**src/rtl/core/ppc_ram.sv**
```systemverilog
// Generic single-port-write, single-port-read RAM with registered read data.
// Standalone; no package dependencies.
`timescale 1ns / 1ps

module ppc_ram #(
  parameter int WIDTH = 8,
  parameter int DEPTH = 16
) (
  input  logic                     clk,
  input  logic                     we,
  input  logic [$clog2(DEPTH)-1:0] waddr,
  input  logic [WIDTH-1:0]         wdata,
  input  logic [$clog2(DEPTH)-1:0] raddr,
  output logic [WIDTH-1:0]         rdata
);

  logic [WIDTH-1:0] mem [DEPTH];

  // Write port and registered read
  always_ff @(posedge clk) begin
    if (we) begin
      mem[waddr] <= wdata;
    end
    rdata <= mem[raddr];
  end

endmodule

```
**config.mk**
```make
export PLATFORM = sky130hd
export DESIGN_NAME = ppc_ram
export DESIGN_NICKNAME = d
export VERILOG_FILES = /design/src/rtl/core/ppc_ram.sv
export SDC_FILE = /design/constraint.sdc
export NUM_CORES = 1
export LEC_CHECK = 0
export CAP_MARGIN = 20
export CORE_MARGIN = 2
export CORE_UTILIZATION = 49
export CTS_CLUSTER_DIAMETER = 100
export DETAILED_ROUTE_END_ITERATION = 10
export DONT_BUFFER_PORTS = 1
export PLACE_DENSITY = 0.62
export REMOVE_ABC_BUFFERS = 1
export SYNTH_ARGS = -nofsm -noshare
export SYNTH_HDL_FRONTEND = slang
export SYNTH_SLANG_ARGS = --single-unit
```
**constraint.sdc**
```tcl
create_clock -name clk -period 2.4 [get_ports clk]
set_input_delay 0.48 -clock clk [delete_from_list [all_inputs] [get_ports clk]]
set_output_delay 0.48 -clock clk [all_outputs]
set_load 0.05 [all_outputs]
```
==> results of run 1 <==
cells in the final DEF, fill, tap and decap left out, types with 2 or more instances in the layout:
| master | count |
|---|---|
| nor2_1 | 13 |
| dfxtp_1 | 8 |
| clkbuf_1 | 2 |
| nor3_1 | 4 |
| clkinvlp_4 | 2 |
| nand2_1 | 9 |
| nand2b_1 | 2 |
| nand3b_1 | 2 |
| mux4_1 | 14 |
| clkinv_4 | 3 |
| buf_4 | 16 |
| mux4_2 | 18 |
| edfxtp_1 | 128 |
| a22oi_1 | 16 |
| clkbuf_8 | 2 |
| clkinv_2 | 4 |
| clkbuf_16 | 16 |
| bufinv_16 | 3 |
layer usage:
layer / share of wire / up-vias
met2: 0.48 / 74
li1: - / 1025
met5: 0 / -
met1: 0.45 / 1225
met3: 0.053 / 12
met4: 0.013 / 0
final cells by class:
class                   count  area, um2  share of cell area
flip-flops and latches    136       4000               0.674
multi-input cells          83       1060               0.178
clock buffers              20        435              0.0733
well taps                 136        170              0.0287
clock inverters            12        151              0.0255
repair buffers             16        120              0.0202
power by group through the flow:
stage	combinational (mW)	clock, mW	sequential [mW]
6_report	0.144	2.53	2.73
4_1_cts	0.145	2.57	2.73
3_5_place_dp	0.145	0	2.78
3_3_place_gp	0.144	0	2.78
2_1_floorplan	0.106	0	2.77
5_1_grt	0.155	2.67	2.73
cells by family after synthesis:
family                 synth area share
buffers and inverters            0.0168
AOI/OAI and AO/OA                0.0233
DFF                               0.778
and+or+nand+nor                  0.0318
muxes                             0.150
through the flow:
stage          setup slack (ns)  std cells  hold slack [ns]
6_report                  0.768        403           0.0508
4_1_cts                   0.728        403           0.0238
5_1_grt                   0.719        403           0.0191
3_5_place_dp              0.737        371            0.580
2_1_floorplan             0.427        219            0.579
3_3_place_gp              0.751        371            0.580
registers in the layout, indices dropped and copies added, names as in the netlist:
name,cells
mem,128
rdata,8
how the worst min path moves through the flow:
stage	startpoint	end	slack (ns)	cells after the start
detailed placement	wdata[2]	mem[5][2]	0.58	0
floorplan	wdata[0]	mem[0][0]	0.58	0
global placement	wdata[2]	mem[5][2]	0.58	0
global route	wdata[1]	mem[14][1]	0.02	0
CTS	wdata[7]	mem[11][7]	0.02	0
finish	wdata[1]	mem[14][1]	0.05	0
==> out/results.ini, run 1 <==
[critical_path]
rr_worst_depth=3
worstReg2RegEnd=rdata[3]
cp.required_ns=1.92
cp.arrival_ns=1.15
endpoint_kind=primary output
crit_fanout=1
worst_setup_path_start_kind=register
crit_path_start=rdata[3]
timing.rr.start=mem[5][3]
endpoint=rdata[3]
regToRegSetupSlack_ns=1.03
crit_type=register to primary output
path_depth=0

[yosys]
ys_ff_latch=136
syn_avg_cell_area_um2=22.5
synth_common_cells=edfxtp_1 (128), mux4_2 (18), a22oi_1 (16)
syn_area_um2=5150
synth_warnings=0
netlist.area_leader.share=0.747
yosysTopAreaCell=edfxtp_1
synth_most_common_cell=edfxtp_1
synth_edf_count=128
synth_cell_type_count=19
async_reset_ff_frac=0
netlist_instances=229
synth_area_leaders=edfxtp_1 (75%), mux4_2 (7.9%), mux4_1 (7.1%), dfxtp_1 (3.1%), a22oi_1 (2.3%)
synth_ff_type=edfxtp_1
yosysSeqAreaShare=0.778

[cts]
cts_inserted_buffers=17
cts.sinks=136
htreeDepth=4
clockBufferDepth=2
cts_tree=built
ctsResizeCount=0
holdBufCountCts=0
cts_setup_buffers=0
cts-root-buf=clkbuf_8
clkTransAtPathRegs_ns=0.06
clock_latency_ns=0.52

[power_and_ir_drop]
p_sw_mw=1.06
clock_power_share=0.468
p_seq_frac=0.505
combPwrFrac=0.027
power_density_nw_per_um2=910
power_mw=5.40
leakagePower_nw=1.96
intPower_mw=4.34
switching_share=0.196
ir_drop_mv=0.590

[sta]
clock.fmax_ghz=0.613
rsz0062_at_grt=false
finalCritPeriodShare=0.680
fin_crit_ns=1.63
relSlewSlack=0.546
finalMaxSlewViolations=0
skew_ns=0.00609
setup-violations-final=0
tightest_slew_ns=0.678
hold_violations=0
finalSetupTns_ns=0

[global_route]
overflow=0
met3_usage=0.0625
track_usage=0.192
antenna_found_initial=0
grt_pass1_wl_um=14600
grt.busiest_layer=met2
grt_use_met1=0.264
grt_max_degree=33
grt_pass1_vias=2422
grt_util_met2=0.288

[final_layout]
drive_gt1_frac=0.243
area_growth_pct=15.4
final_util=0.578
diodes=0
final_area_um2=5940
finalNetCount=272
fillers=776

[detailed_routing]
route.detailed.wl_per_inst_um=23.9
drtPass1Iterations=5
drcViolationCount=0
ant_nets=0
num_vias=2336
routed_via_density=5.80
first_iter_violations=192
wirelength_um=9620

[placed_design]
dpl_cell_area_um2=5350
portBuffers=0
gp_congestion=0.772
dp_hpwl_um=5780

[floorplanning]
pin_count=26
die_height_um=106
core_um2=10300
initial_core_util=0.501
row_count=37
fp.dieW_um=106
die-area_um2=11300

[worst_hold_path]
worstHoldPathType=input port to register

[job]
drv_cap=0

[outcome]
status=complete, no violations

Note: power is estimated with default switching activity, not from simulation.
==> run 2, diff against run 1 <==
==> constraint.sdc (replaced) <==
create_clock -name clk -period 1.7 [get_ports clk]
set_input_delay 0.34 -clock clk [delete_from_list [all_inputs] [get_ports clk]]
set_output_delay 0.34 -clock clk [all_outputs]
set_load 0.05 [all_outputs]
==> run 2 against run 1 <==
  * Flip-flop and latch count did not move
  * Non-clock buffer count rose by 9
  * Highest routed layer unchanged
  * Combinational power up 81%
  * Power up 49%
  * Critical path depth unchanged
==> out/results.ini, run 2 (synthesized netlist as in run 1, its figures left out) <==
[critical_path]
path_depth=0  ; unchanged
crit_type=register to primary output  ; unchanged
worstReg2RegEnd=rdata[6]  ; was rdata[3]
cp.required_ns=1.36  ; was 1.92 ns
rr_worst_depth=3  ; unchanged
crit_fanout=1  ; unchanged
cp.arrival_ns=1.14  ; was 1.15 ns
timing.rr.start=mem[1][6]  ; was mem[5][3]
worst_setup_path_start_kind=register  ; unchanged
endpoint_kind=primary output  ; unchanged
regToRegSetupSlack_ns=0.30  ; was 1.03 ns

[final_layout]
largest-register=mem  ; unchanged
largest_reg_flops=128  ; unchanged
final_util=0.593  ; was 0.578
layout_common_cells=edfxtp_1 (128), mux4_2 (18), buf_4 (17)  ; was edfxtp_1 (128), mux4_2 (18), a22oi_1 (16), clkbuf_16 (16), buf_4 (16)
area_growth_pct=18.4  ; was 15.4%
multi_input_area_um2=1060  ; unchanged
fillers=745  ; was 776
top_regs=mem: 128 flops, rdata: 8 flops  ; unchanged
drive_gt1_frac=0.246  ; was 0.243
final_common_cell=edfxtp_1  ; unchanged
seq_area_um2=4000  ; unchanged
finalNetCount=281  ; was 272

[worst_hold_path]
hold_end=rdata[1]  ; was mem[14][1]
hp-start=raddr[1]  ; was wdata[1]
hold_depth=3  ; was 0
worstHoldPathType=input port to register  ; unchanged

[power_and_ir_drop]
p_seq_frac=0.477  ; was 0.505
power_density_nw_per_um2=1330  ; was 910 nW/um2
intPower_mw=6.52  ; was 4.34 mW
power_mw=8.08  ; was 5.40 mW
switching_share=0.193  ; was 0.196
clock_power_share=0.491  ; was 0.468
combPwrFrac=0.032  ; was 0.027
ir_drop_mv=0.708  ; was 0.590 mV
leakagePower_nw=2.03  ; was 1.96 nW
p_sw_mw=1.56  ; was 1.06 mW

[cts]
ctsResizeCount=0  ; unchanged
cts_setup_buffers=0  ; unchanged
htreeDepth=4  ; unchanged
clkTransAtPathRegs_ns=0.06  ; about the same
cts-root-buf=clkbuf_8  ; unchanged
cts.sinks=136  ; unchanged
clock_latency_ns=0.52  ; about the same
cts_inserted_buffers=17  ; unchanged
holdBufCountCts=8  ; was 0
clockBufferDepth=2  ; unchanged
cts_tree=built  ; unchanged

[floorplanning]
core_um2=10300  ; unchanged
initial_core_util=0.501  ; unchanged
fp.dieW_um=106  ; unchanged
die_height_um=106  ; unchanged
die-area_um2=11300  ; unchanged
row_count=37  ; unchanged
pin_count=26  ; unchanged

[detailed_routing]
drcViolationCount=0  ; unchanged
route.detailed.wl_per_inst_um=23.6  ; was 23.9 um
ant_nets=0  ; unchanged
first_iter_violations=210  ; was 192
num_vias=2334  ; was 2,336
drtPass1Iterations=4  ; was 5
routed_via_density=5.65  ; was 5.80
wirelength_um=9730  ; was 9620 um

[placed_design]
gp_congestion=0.777  ; was 0.772
portBuffers=0  ; unchanged
dp_hpwl_um=5820  ; was 5780 um
dp_slack_ns=0.187  ; was 0.737 ns

[sta]
relSlewSlack=0.546  ; about the same
fin_crit_ns=1.48
finalSetupTns_ns=0  ; unchanged
skew_ns=0.00480  ; was 0.00609 ns
setup_slack_ns=0.219  ; was 0.768 ns
tightest_slew_ns=0.680  ; was 0.678 ns
rsz0062_at_grt=false  ; unchanged
finalMaxSlewViolations=0  ; unchanged
setup-violations-final=0  ; unchanged
finalCritPeriodShare=0.871
clock.fmax_ghz=0.675
hold_ws_ns=0.117  ; was 0.0508 ns
hold_violations=0  ; unchanged

[global_route]
grt_pass1_wl_um=14700  ; was 14,600 um
grt_pass1_vias=2433  ; was 2,422
antenna_found_initial=1  ; was 0
track_usage=0.190  ; was 0.192
overflow=0  ; unchanged
grt_max_degree=33  ; unchanged

[outcome]
status=complete, no violations  ; unchanged

[job]
drv_cap=0  ; unchanged

[run 2: worst register-to-register path, delay by kind of cell, from the launching register on]
family | cells | cell delay (ns)
AO/OA/AOI/OAI | 1 | 0.30
multiplexers | 1 | 0.47
AND/OR/NAND/NOR | 1 | 0.13
flip-flops | 1 | 0.37
[run 2: final cells by class]
cell class	count	area share
diodes	1	0.000411
clock buffers	20	0.0747
clock inverters	12	0.0322
multi-input cells	83	0.174
flip-flops and latches	136	0.657
well taps	136	0.0279
repair buffers	25	0.0341
[run 2: layer usage]
layer | routed length [um] | track usage
met1 | 4480 | 0.267
met2 | 4730 | 0.278
met3 | 424 | 0.0668
met4 | 89 | 0.0696
met5 | 0 | 0
[run 2: worst max-delay path by stage]
stage,startpoint,to
after floorplan,waddr[2],mem[0][0]
after global placement,waddr[2],mem[0][1]
after detailed placement,waddr[2],mem[0][3]
after CTS,rdata[6],rdata[6]
after global routing,rdata[7],rdata[7]
final,rdata[1],rdata[1]
[run 2: power by group through the flow]
stage          logic [mW]  clock network [mW]  registers, mW
2_1_floorplan       0.150                   0           3.91
3_3_place_gp        0.202                   0           3.92
3_5_place_dp        0.204                   0           3.92
4_1_cts             0.264                4.04           3.85
5_1_grt             0.281                4.18           3.86
6_report            0.261                3.97           3.85
[run 2: metrics by stage]
stage	std cells	instance area [um2]
3_3_place_gp	372	5360
3_5_place_dp	372	5360
2_1_floorplan	219	5060
4_1_cts	412	6090
6_report	413	6090
5_1_grt	413	6090
